[src/sv/ufqd_pkg.sv]
package ufqd_pkg;

    localparam int unsigned QUEUE_DEPTH = 4;
    localparam int unsigned QUEUE_AW    = $clog2(QUEUE_DEPTH);
    localparam int unsigned QUEUE_CW    = $clog2(QUEUE_DEPTH + 1);

    localparam logic [1:0] KIND_NAME  = 2'd0;
    localparam logic [1:0] KIND_VALUE = 2'd1;
    localparam logic [1:0] KIND_END   = 2'd2;

    localparam logic [1:0] ESC_IDLE  = 2'd0;
    localparam logic [1:0] ESC_FIRST = 2'd1;
    localparam logic [1:0] ESC_SECOND = 2'd2;
    localparam logic [1:0] ESC_UNUSED = 2'd3;

    localparam logic [7:0] CHAR_AMP     = 8'h26;
    localparam logic [7:0] CHAR_EQ      = 8'h3d;
    localparam logic [7:0] CHAR_PLUS    = 8'h2b;
    localparam logic [7:0] CHAR_SPACE   = 8'h20;
    localparam logic [7:0] CHAR_PERCENT = 8'h25;
    localparam logic [7:0] CHAR_UPPER_A = 8'h41;
    localparam logic [7:0] CHAR_ZERO    = 8'h30;
    localparam logic [7:0] CASE_MASK    = 8'hdf;
    localparam logic [7:0] LETTER_BASE  = 8'd10;

    typedef struct packed {
        logic [7:0] in_byte;
        logic       in_last;
    } req_t;

    typedef struct packed {
        logic [7:0] out_byte;
        logic [1:0] kind;
        logic       pair_valid;
        logic       msg_last;
    } rsp_t;

    function automatic logic [7:0] hex_digit(input logic [7:0] c);
        logic [7:0] d;
        if (c >= CHAR_UPPER_A)
        begin
            d = (c & CASE_MASK) - CHAR_UPPER_A + LETTER_BASE;
        end
        else
        begin
            d = c - CHAR_ZERO;
        end
        return d;
    endfunction

endpackage

[src/sv/url_form_query_decoder.sv]
// Form-encoded query decoder. One character enters per transfer on req (with
// in_last on the final character); decoded name and value bytes and pair end
// records leave on rsp. A character is taken every clock while req_stall is low:
// it lands in an input register, is decoded from there into at most two records,
// and those go into a four-entry result queue. The input register drains only
// while the queue has room for two records, which sets the rate at one
// character per clock while rsp keeps pace; a stalled rsp backs up into req once
// more than two records wait in the queue and the input register holds a
// character. Records with pair_valid low at pair end belong to a pair with no
// '=' and are meant to be discarded with their bytes.
module url_form_query_decoder
(
    input  logic           clk,
    input  logic           rst_n,
    input  logic           req_valid,
    output logic           req_stall,
    input  ufqd_pkg::req_t req,
    output logic           rsp_valid,
    input  logic           rsp_stall,
    output ufqd_pkg::rsp_t rsp
);

    import ufqd_pkg::*;

    logic       hold_vld_reg;
    req_t       hold_reg;

    logic       value_part_reg, value_part_next;
    logic [1:0] esc_phase_reg, esc_phase_next;
    logic [7:0] esc_high_reg, esc_high_next;
    logic       nonempty_reg, nonempty_next;

    rsp_t                q_mem_reg [QUEUE_DEPTH];
    logic [QUEUE_AW-1:0] rd_ptr_reg, wr_ptr_reg;
    logic [QUEUE_CW-1:0] count_reg;

    logic       proc;
    logic       pop;
    logic       push_in;
    logic [7:0] b;
    logic [7:0] c;
    logic [7:0] dig;
    logic [1:0] kind_cur;
    logic       emit_byte;
    logic       emit_end;
    logic [7:0] byte_val;
    logic       end_valid;
    logic       end_last;
    rsp_t       rec0, rec1;
    logic [1:0] n_rec;

    assign proc      = hold_vld_reg && (count_reg <= QUEUE_CW'(QUEUE_DEPTH - 2));
    assign req_stall = hold_vld_reg && !proc;
    assign push_in   = req_valid && !req_stall;
    assign rsp_valid = (count_reg != '0);
    assign rsp       = q_mem_reg[rd_ptr_reg];
    assign pop       = rsp_valid && !rsp_stall;

    assign b        = hold_reg.in_byte;
    assign c        = (b == CHAR_PLUS) ? CHAR_SPACE : b;
    assign dig      = hex_digit(c);
    assign kind_cur = value_part_reg ? KIND_VALUE : KIND_NAME;

    always_comb
    begin
        value_part_next = value_part_reg;
        esc_phase_next  = esc_phase_reg;
        esc_high_next   = esc_high_reg;
        nonempty_next   = nonempty_reg;
        emit_byte       = 1'b0;
        emit_end        = 1'b0;
        byte_val        = c;
        end_valid       = 1'b0;
        end_last        = hold_reg.in_last;
        if (b == CHAR_AMP)
        begin
            emit_end        = nonempty_reg || hold_reg.in_last;
            end_valid       = value_part_reg;
            value_part_next = 1'b0;
            esc_phase_next  = ESC_IDLE;
            esc_high_next   = '0;
            nonempty_next   = 1'b0;
        end
        else
        begin
            nonempty_next = 1'b1;
            if (b == CHAR_EQ && !value_part_reg)
            begin
                value_part_next = 1'b1;
                esc_phase_next  = ESC_IDLE;
                esc_high_next   = '0;
            end
            else
            begin
                case (esc_phase_reg)
                    ESC_FIRST:
                    begin
                        esc_high_next  = dig;
                        esc_phase_next = ESC_SECOND;
                    end
                    ESC_SECOND:
                    begin
                        emit_byte      = 1'b1;
                        byte_val       = {esc_high_reg[3:0], 4'b0000} + dig;
                        esc_phase_next = ESC_IDLE;
                        esc_high_next  = '0;
                    end
                    default:
                    begin
                        if (c == CHAR_PERCENT)
                        begin
                            esc_phase_next = ESC_FIRST;
                        end
                        else
                        begin
                            esc_phase_next = ESC_IDLE;
                            emit_byte      = 1'b1;
                        end
                    end
                endcase
            end
            if (hold_reg.in_last)
            begin
                emit_end        = 1'b1;
                end_valid       = value_part_next;
                value_part_next = 1'b0;
                esc_phase_next  = ESC_IDLE;
                esc_high_next   = '0;
                nonempty_next   = 1'b0;
            end
        end
    end

    always_comb
    begin
        rsp_t byte_rec;
        rsp_t end_rec;
        byte_rec = '{out_byte: byte_val, kind: kind_cur, pair_valid: 1'b0, msg_last: 1'b0};
        end_rec  = '{out_byte: 8'd0, kind: KIND_END, pair_valid: end_valid,
                     msg_last: end_last};
        rec0     = emit_byte ? byte_rec : end_rec;
        rec1     = end_rec;
        n_rec    = 2'(emit_byte) + 2'(emit_end);
    end

    always_ff @(posedge clk or negedge rst_n)
    begin
        if (!rst_n)
        begin
            hold_vld_reg   <= 1'b0;
            value_part_reg <= 1'b0;
            esc_phase_reg  <= ESC_IDLE;
            esc_high_reg   <= '0;
            nonempty_reg   <= 1'b0;
            rd_ptr_reg     <= '0;
            wr_ptr_reg     <= '0;
            count_reg      <= '0;
        end
        else
        begin
            if (push_in)
            begin
                hold_vld_reg <= 1'b1;
            end
            else if (proc)
            begin
                hold_vld_reg <= 1'b0;
            end
            if (proc)
            begin
                value_part_reg <= value_part_next;
                esc_phase_reg  <= esc_phase_next;
                esc_high_reg   <= esc_high_next;
                nonempty_reg   <= nonempty_next;
                wr_ptr_reg     <= wr_ptr_reg + QUEUE_AW'(n_rec);
            end
            if (pop)
            begin
                rd_ptr_reg <= rd_ptr_reg + QUEUE_AW'(1);
            end
            count_reg <= count_reg + (proc ? QUEUE_CW'(n_rec) : '0) - QUEUE_CW'(pop);
        end
    end

    always_ff @(posedge clk)
    begin
        if (push_in)
        begin
            hold_reg <= req;
        end
        if (proc && n_rec != 2'd0)
        begin
            q_mem_reg[wr_ptr_reg] <= rec0;
        end
        if (proc && n_rec == 2'd2)
        begin
            q_mem_reg[wr_ptr_reg + QUEUE_AW'(1)] <= rec1;
        end
    end

`ifndef NO_ASSERTIONS
    assert property (@(posedge clk) disable iff (!rst_n)
        count_reg <= QUEUE_CW'(QUEUE_DEPTH))
        else $error("result queue overflow");

    assert property (@(posedge clk) disable iff (!rst_n)
        proc && hold_reg.in_last |=> !value_part_reg && esc_phase_reg == ESC_IDLE
            && !nonempty_reg)
        else $error("pair state not cleared after last character");

    assert property (@(posedge clk) disable iff (!rst_n)
        esc_phase_reg != ESC_UNUSED)
        else $error("illegal escape phase");

    assert property (@(posedge clk) disable iff (!rst_n)
        rsp_valid && rsp.msg_last |-> rsp.kind == KIND_END)
        else $error("msg_last on a data record");
`endif

endmodule
[config.mk]
export PLATFORM = sky130hd
export DESIGN_NAME = url_form_query_decoder
export DESIGN_NICKNAME = d
export VERILOG_FILES = /design/src/sv/ufqd_pkg.sv /design/src/sv/url_form_query_decoder.sv
export SDC_FILE = /design/constraint.sdc
export NUM_CORES = 1
export LEC_CHECK = 0
export BUFFER_PORTS_ARGS = -buffer_cell sky130_fd_sc_hd__buf_2
export CAP_MARGIN = 25
export CORE_ASPECT_RATIO = 1.1
export CORE_MARGIN = 2
export CORE_UTILIZATION = 57
export CTS_CLUSTER_SIZE = 28
export DETAILED_ROUTE_END_ITERATION = 10
export GPL_TIMING_DRIVEN = 1
export HOLD_SLACK_MARGIN = 0.03
export PLACE_DENSITY = 0.76
export SYNTH_ARGS = -nofsm -noshare
export SYNTH_HDL_FRONTEND = slang
export SYNTH_SLANG_ARGS = --single-unit
[constraint.sdc]
create_clock -name clk -period 6.74 [get_ports clk]
set_input_delay 0.674 -clock clk [delete_from_list [all_inputs] [get_ports clk]]
set_output_delay 0.674 -clock clk [all_outputs]
set_load 0.005 [all_outputs]
---- Word level (Yosys, flattened, before mapping) ----
Memory sizes are Yosys's and may differ from the RTL's.
Cells that the tools add are included.
word-level totals
  output and inout bits ................... 14
  bits of input ports ..................... 13
  word-level logic and storage cells ...... 83
  memories ................................ 1
  bits in registers ....................... 25
  memory bits (writable) .................. 48
memories
  memory     depth  bits a word  read ports  clocked after Yosys merged registers in  wr ports  line                          source
  q_mem_reg  4      12           1           0                                        2         url_form_query_decoder.sv:33  rsp_t q_mem_reg [QUEUE_DEPTH];
cells by class
  reductions and logical operators ........ 17
  eq/ne operators ......................... 7
  $lt $le $gt $ge ......................... 2
  $add $sub $neg .......................... 10
  muxes and demuxes ....................... 36
operator list
  kind                                                                                 number
  8-bit two-way mux                                                                    5
  8-bit by 6-bit equality test with 1-bit output, second input constant                4
  1-bit two-way mux                                                                    20
  12-bit two-way mux                                                                   1
  4-bit two-way mux                                                                    3
  8-bit by 4-bit adder with 8-bit output, second input constant                        1
  8-bit adder                                                                          1
  8-bit by 7-bit greater-or-equal comparator with 1-bit output, second input constant  1
  2-bit two-way mux                                                                    4
  4-bit case mux with 2 select lines                                                   1
  8-bit by 6-bit subtractor with 8-bit output, second input constant                   1
  8-bit by 7-bit subtractor with 8-bit output, second input constant                   1
  1-bit logical AND                                                                    7
  5-bit nonzero test                                                                   1
  2-bit by 1-bit adder with 2-bit output, second input constant                        2
  2-bit equality test, second input constant                                           2
  1-bit zero test                                                                      4
  2-bit case mux with 2 select lines                                                   1
  2-bit nonzero test                                                                   2
  3-bit by 2-bit adder with 3-bit output                                               1
  3-bit by 2-bit <= comparator with 1-bit output, second input constant                1
  3-bit nonzero test                                                                   1
  3-bit by 1-bit subtractor with 3-bit output                                          1
  1-bit by 1-bit adder with 2-bit output                                               1
  5 further kinds                                                                      5

---- Depth between registers and ports, before layout ----
Gate-level depths: netlist of run 1.
  depth in word-level cells ............... 12
  gate-level depth with buffers ........... 16
  gate-level depth less buffers ........... 16

---- Least setup slack after synthesis of run 1 ----
OpenSTA, ideal clock, no wires.
  path type ............................... register to register
  from .................................... register hold_reg, in the netlist b[1]
  to ...................................... memory q_mem_reg[0][11] (netlist name)
  required time ........................... 6.612 ns
  data arrival time ....................... 3.366 ns
  period minus slack after synthesis ...... 3.494 ns
  cell stages (with the launch flop) ...... 14
  library setup time ...................... 0.128 ns
  slack ................................... 3.246 ns
  path buffers ............................ 0
  cells stage by stage .................... edfxtp_1 > inv_1 > ha_1 > nor2b_1 > or4_1 > a222oi_1 > nand2_1 > mux2_2 > ha_1 > a21o_1 > a21oi_1 > xnor2_1 > xnor2_1 > o21ai_0
RTL lines
  what                      line                           source
  start: declaration        url_form_query_decoder.sv:26   req_t hold_reg;
  start signal: assignment  url_form_query_decoder.sv:189  hold_reg <= req;
  end: declaration          url_form_query_decoder.sv:33

==> results of run 1 <==
-- critical path, stage by stage (launching register included) --
cell	delay, ps
edfxtp_1	510
inv_1	210
ha_1	240
nand4b_1	280
a222oi_1	890
nand2_1	340
mux2_2	380
ha_1	280
a21o_1	180
a21oi_1	170
xnor2_1	90
xnor2_1	300
o21ai_0	160
-- placed cells by master, fill, tap and decap left out, types with 2 or more instances in the layout --
master / instances
a21oi_1: 18
o31ai_1: 3
nand3_1: 12
clkinv_4: 2
nand4_1: 3
a21o_1: 6
nor3_1: 6
buf_2: 26
clkinv_2: 2
nand2b_1: 6
xor2_1: 5
inv_1: 24
nor2_1: 14
a32oi_1: 5
mux2_2: 2
dfrtp_1: 16
nand2_1: 66
and2_1: 6
nor2b_1: 6
clkbuf_8: 9
bufinv_16: 2
or3_1: 2
mux4_2: 12
and4_1: 3
ha_1: 24
xnor2_1: 9
a22o_1: 5
edfxtp_1: 17
dfxtp_1: 40
o21ai_0: 41
fa_1: 2
mux2i_1: 2
-- power breakdown --
part / switching, mW / total (mW) / internal, mW / leakage, nW
clock: 0.162 / 0.370 / 0.208 / 0.113
combinational: 0.359 / 0.679 / 0.320 / 1.01
sequential: 0.148 / 0.760 / 0.612 / 0.697
-- kinds of logic after synthesis --
family | Yosys count | synth area share, %
and+or+nand+nor | 131 | 16.2
buffers and inverters | 37 | 3.88
muxes | 16 | 8.29
adders and majority gates | 26 | 9.02
AOI/OAI and AO/OA | 87 | 14.0
xor gates and xnor gates | 14 | 3.25
DFF | 73 | 45.3
-- how the worst min path moves through the flow --
stage                         start  cells after the start              end  slack [ps]
finish                        rst_n                      1  esc_high_reg[3]         240
global route                  rst_n                      1     nonempty_reg         260
CTS                           rst_n                      1   value_part_reg         230
detailed placement  q_mem_reg[2][9]                      2  q_mem_reg[2][9]         440
global placement    q_mem_reg[1][7]                      2  q_mem_reg[1][7]         430
floorplan                     rst_n                      0     count_reg[0]         380
-- stage by stage --
step / util, % / instance area, sq um / instances / worst slack, ps / power (mW)
global route: 64.0 / 4170 / 495 / 2360 / 1.94
detailed placement: 60.6 / 3950 / 479 / 2670 / 1.44
floorplan: - / 3770 / 384 / 3250 / 1.23
global placement: 60.6 / 3950 / 479 / 2760 / 1.41
CTS: 64.0 / 4170 / 495 / 2630 / 1.82
finish: 64.0 / 4170 / 495 / 2550 / 1.81
-- routing by layer --
metal	GRT usage (%)	vias to the layer above	part of all wire [%]
met5	0	-	0
met4	12.4	0	3.6
met3	4.75	19	5.0
met2	41.4	87	50
met1	28.5	1371	41
li1	-	1407	-
-- area by class of cell --
| type | count | area (sq um) | area share (%) |
|---|---|---|---|
| clock buffers | 9 | 124 | 2.97 |
| clock inverters | 7 | 93.8 | 2.25 |
| inverters | 24 | 90.1 | 2.16 |
| multi-input cells | 274 | 1920 | 46.0 |
| flip-flops and latches | 73 | 1710 | 41.1 |
| well taps | 82 | 103 | 2.46 |
| repair buffers | 26 | 130 | 3.12 |
==> metrics.cfg, run 1 <==
[yosys]
synth.most_common_cell=nand2_1
synthesis.area_sq_um=3770
synth-seq-cells=73
synth_nets=423
ys_types=45
synth_top_cell_by_area=dfxtp_1
synthCells=384
syn_avg_cell_area_sq_um=9.83
synth_top_area_share_pct=21.2
synth_edf_count=17
ys_top_cells_by_area=dfxtp_1 21%, edfxtp_1 14%, dfrtp_1 11%
synth_ff_type=dfxtp_1
synthTopCellsByCount=66 x nand2_1, 41 x o21ai_0, 40 x dfxtp_1
ys_seq_area_share_pct=45.3
yosysWarnings=0
async_reset_ff_share_pct=21.9

[cts]
insertion_delay_ps=350
cts-buffers-inserted=9
cts_hold_buf=0
clock-sinks=73
clockBufferDepth=2
clk_pin_slew_ps=80
post_cts_buffers=0
cts_tree=built
post_cts_resized=0
cts_root_buf=clkbuf_8
htreeDepth=3

[routing]
vias_per_cell=5.83
drtIter0Drc=180
vias=2884
first_pass_iters=4
wl_per_cell_um=16.2
postRouteAntennaNets=0
route.detailed.drc=0
drt_wl_total_mm=8.01

[worst_setup_path]
rr_worst_depth=12
ff2ff_setup_slack_ps=2550
startpoint=b[4]
r2r-start=b[4]
critPathCapture=q_mem_reg[0][11]
cp_max_fo=7
crit_type=register to register
required_ps=6960
cp-end-kind=register
r2r-end=q_mem_reg[0][11]
worstPathArrival_ps=4400
start_kind=register

[sta]
tns_ps=0
drv_slew=0
rsz0062_at_grt=false
max_freq_mhz=239
finClkSkew_ps=5.18
setup_viol=0
post-route-min-period_ps=4190
post-route-period-util_pct=62.1
whs_ps=243
tightest_slew_ps=897
hold_violations=0
slew_headroom_pct=40.2

[finish]
syn2layout_area_growth_pct=10.4
n_antenna_cell=0
largest_reg_flops=48
fill_cells=548
fin_nets=447
drive_gt1_share_pct=15.0

[global_route]
grt_max_degree=17
grt_usage_pct=24.0
grt.overflow.total=0
grt_pass1_wl_mm=13.0
grt_pass1_vias=2771
antenna_found_initial=0

[die]
core_sq_um=6520
fp-row-count=31
die_h_um=89.4
io_pins=27
start_util_pct=57.9
die_w_um=81.6
die-area_sq_um=7290

[pwr]
powerDensity_nw_per_um2=434
peakVddDrop_uv=212
leakage_nw=1.82

[outcome]
status=finished clean

[placed_design]
dpl.hpwl_mm=5.84
gp_congestion=0.994
io_buffers=26

[job]
maxCapViolations=0

[worst_hold_path]
hold_class=input port to asynchronous set/reset pin

Power figures use the tool's default switching activity.
==> inputs of run 2 (changes only) <==
--- a/config.mk
+++ b/config.mk
@@ -9,12 +9,12 @@
 export CAP_MARGIN = 25
 export CORE_ASPECT_RATIO = 1.1
 export CORE_MARGIN = 2
-export CORE_UTILIZATION = 57
+export CORE_UTILIZATION = 54
 export CTS_CLUSTER_SIZE = 28
 export DETAILED_ROUTE_END_ITERATION = 10
 export GPL_TIMING_DRIVEN = 1
 export HOLD_SLACK_MARGIN = 0.03
-export PLACE_DENSITY = 0.76
+export PLACE_DENSITY = 0.75
 export SYNTH_ARGS = -nofsm -noshare
 export SYNTH_HDL_FRONTEND = slang
 export SYNTH_SLANG_ARGS = --single-unit
==> constraint.sdc (replaced) <==
create_clock -name clk -period 3.4 [get_ports clk]
set_input_delay 0.34 -clock clk [delete_from_list [all_inputs] [get_ports clk]]
set_output_delay 0.34 -clock clk [all_outputs]
set_load 0.005 [all_outputs]
==> metrics.cfg, run 2 (same netlist as run 1, synthesis figures left out) <==
[outcome]
status=finished clean

[global_route]
grt_max_degree=17  ; unchanged
grt-busiest-layer=met2
antenna_found_initial=0  ; unchanged
grt.overflow.total=0  ; unchanged
grt_pass1_vias=2860  ; +3.2%
grt_usage_pct=22.7  ; -1.4 points
grt_util_met1_pct=28.4  ; about the same
grt_pass1_wl_mm=13.6  ; +4.9%
use_met3_pct=5.49  ; +0.74 points
use_met2_pct=37.9  ; -3.4 points

[sta]
finalWorstSetupSlack_ps=168  ; -2390 ps
post-route-min-period_ps=3230  ; -954 ps
setup_viol=0  ; unchanged
max_freq_mhz=309  ; +30%
slew_headroom_pct=43.9  ; +3.7 points
hold_violations=0  ; unchanged
finClkSkew_ps=8.42  ; +3.23 ps
post-route-period-util_pct=95.1  ; +33 points
drv_slew=0  ; unchanged
tightest_slew_ps=842  ; -55.3 ps

[worst_setup_path]
cp_max_fo=4  ; -3
cp-end-kind=register
critPathSlowestCell=fa_1
worstPathArrival_ps=3510  ; -890 ps
slowest_delay_ps=430  ; -460 ps
crit_chain=ha_2 > nor2b_4 > or4_1 > a222oi_1 > buf_4 > a21oi_2 > a221o_1 > ha_2 > inv_1 > fa_1 > a32oi_2 > nand2_2 > o21ai_0
crit_path_frequent_cell=ha_2
required_ps=3680  ; -3280 ps
crit_type=register to register
start_kind=register

[routing]
route.detailed.drc=0  ; unchanged
wl_per_cell_um=16.1  ; -0.57%
first_pass_iters=5  ; +1
drt_wl_total_mm=8.25  ; +3.0%
drtIter0Drc=205  ; +14%
vias=2984  ; +3.5%
vias_per_cell=5.82  ; -0.16%
postRouteAntennaNets=0  ; unchanged

[finish]
layout_common_cells=65 x nand2_1, 40 x dfxtp_1, 30 x o21ai_0
n_antenna_cell=0  ; unchanged
syn2layout_area_growth_pct=14.7
drive_gt1_share_pct=20.4  ; +5.4 points
fin_nets=465  ; +4.0%
largest_reg_flops=48  ; unchanged
fill_cells=550  ; +0.36%
mostFrequentLayoutCell=nand2_1

[die]
die-area_sq_um=7680  ; +5.3%
die_h_um=91.7  ; +2.6%
io_pins=27  ; unchanged
die_w_um=83.7  ; +2.6%
start_util_pct=56.6  ; -1.3 points
core_sq_um=6670  ; +2.4%
fp-row-count=31  ; unchanged

[pwr]
powerDensity_nw_per_um2=836  ; +93%
peakVddDrop_uv=414  ; +95%
finalPower_mw=3.62  ; +100%
leakage_nw=1.88  ; +3.4%

[cts]
cts_tree=built
clockBufferDepth=2  ; unchanged
clock-sinks=73  ; unchanged
cts-buffers-inserted=9  ; unchanged
clk_pin_slew_ps=80  ; about the same
htreeDepth=3  ; unchanged
cts_root_buf=clkbuf_8
insertion_delay_ps=360  ; about the same

[placed_design]
dpl.hpwl_mm=5.91  ; +1.3%
gp_congestion=0.983  ; -1.1%
io_buffers=26  ; unchanged
place_ws_ps=137  ; -2530 ps

[worst_hold_path]
hold_class=input port to register

[job]
maxCapViolations=0  ; unchanged

[run 2: cell count changes in the layout (fill, tap and decap cells not counted), sizes merged]
cell	delta
inv	-1
buf	+17
clkinv	-1
dlygate4sd3	+1
clkbuf	+2
bufinv	-1
clkinvlp	+1
[run 2: worst max-delay path: cells and delay by family, from the launching register on]
family	cells	cell delay (ps)
AND/OR/NAND/NOR	3	620
AO/OA/AOI/OAI	5	1070
adder cells (fa/ha/maj)	3	810
flip-flops	1	390
buffers and inverters	2	260
[run 2: final cells by class]
class | count | area (sq um) | share of cell area (%)
flip-flops and latches | 73 | 1710 | 39.5
well taps | 82 | 103 | 2.37
clock inverters | 5 | 56.3 | 1.30
clock buffers | 11 | 131 | 3.04
repair buffers | 44 | 268 | 6.19
multi-input cells | 274 | 1970 | 45.5
inverters | 24 | 90.1 | 2.08
[run 2: power breakdown]
group / switching (mW) / internal (mW)
Sequential: 0.271 / 1.21
Clock: 0.326 / 0.338
Combinational: 0.754 / 0.716
[run 2: path summary, 6_finish.rpt]
| path | from | end | slack [ps] | cells past startpoint |
|---|---|---|---|---|
| worst max-delay path | b[0] | q_mem_reg[0][9] | 170 | 13 |
| worst max register to register | b[0] | q_mem_reg[0][9] | 170 | 13 |
| worst min-delay path | req[8] | b[7] | 150 | 1 |
| max in group asynchronous | rst_n | wr_ptr_reg[0] | 2680 | 2 |
| min in group asynchronous | rst_n | esc_high_reg[1] | 430 | 2 |
| worst min register to register | q_mem_reg[1][9] | q_mem_reg[1][9] | 450 | 2 |
[run 2: per-layer routing]
metal	up-vias	wire [um]
met5	-	0
met4	0	137
met3	15	396
met2	104	4100
met1	1421	3620
li1	1444	-
[run 2: what timing repair did]
item,4_1_cts,5_1_grt
setup endpoints to repair,0,12
endpoints found under the hold margin,16,0
resized for setup,0,14
buffers inserted,0,3
hold buffers,1,0
[run 2: stage by stage]
stage	std cells	utilization, %	TNS (ps)	instance area, sq um	hold slack, ps
CTS	510	64.2	0	4280	141
floorplan	384	-	-249	3800	44.4
finish	513	64.9	0	4330	149
global route	513	64.9	-232	4330	135
detailed placement	493	61.3	0	4090	286
global placement	493	61.3	0	4090	284
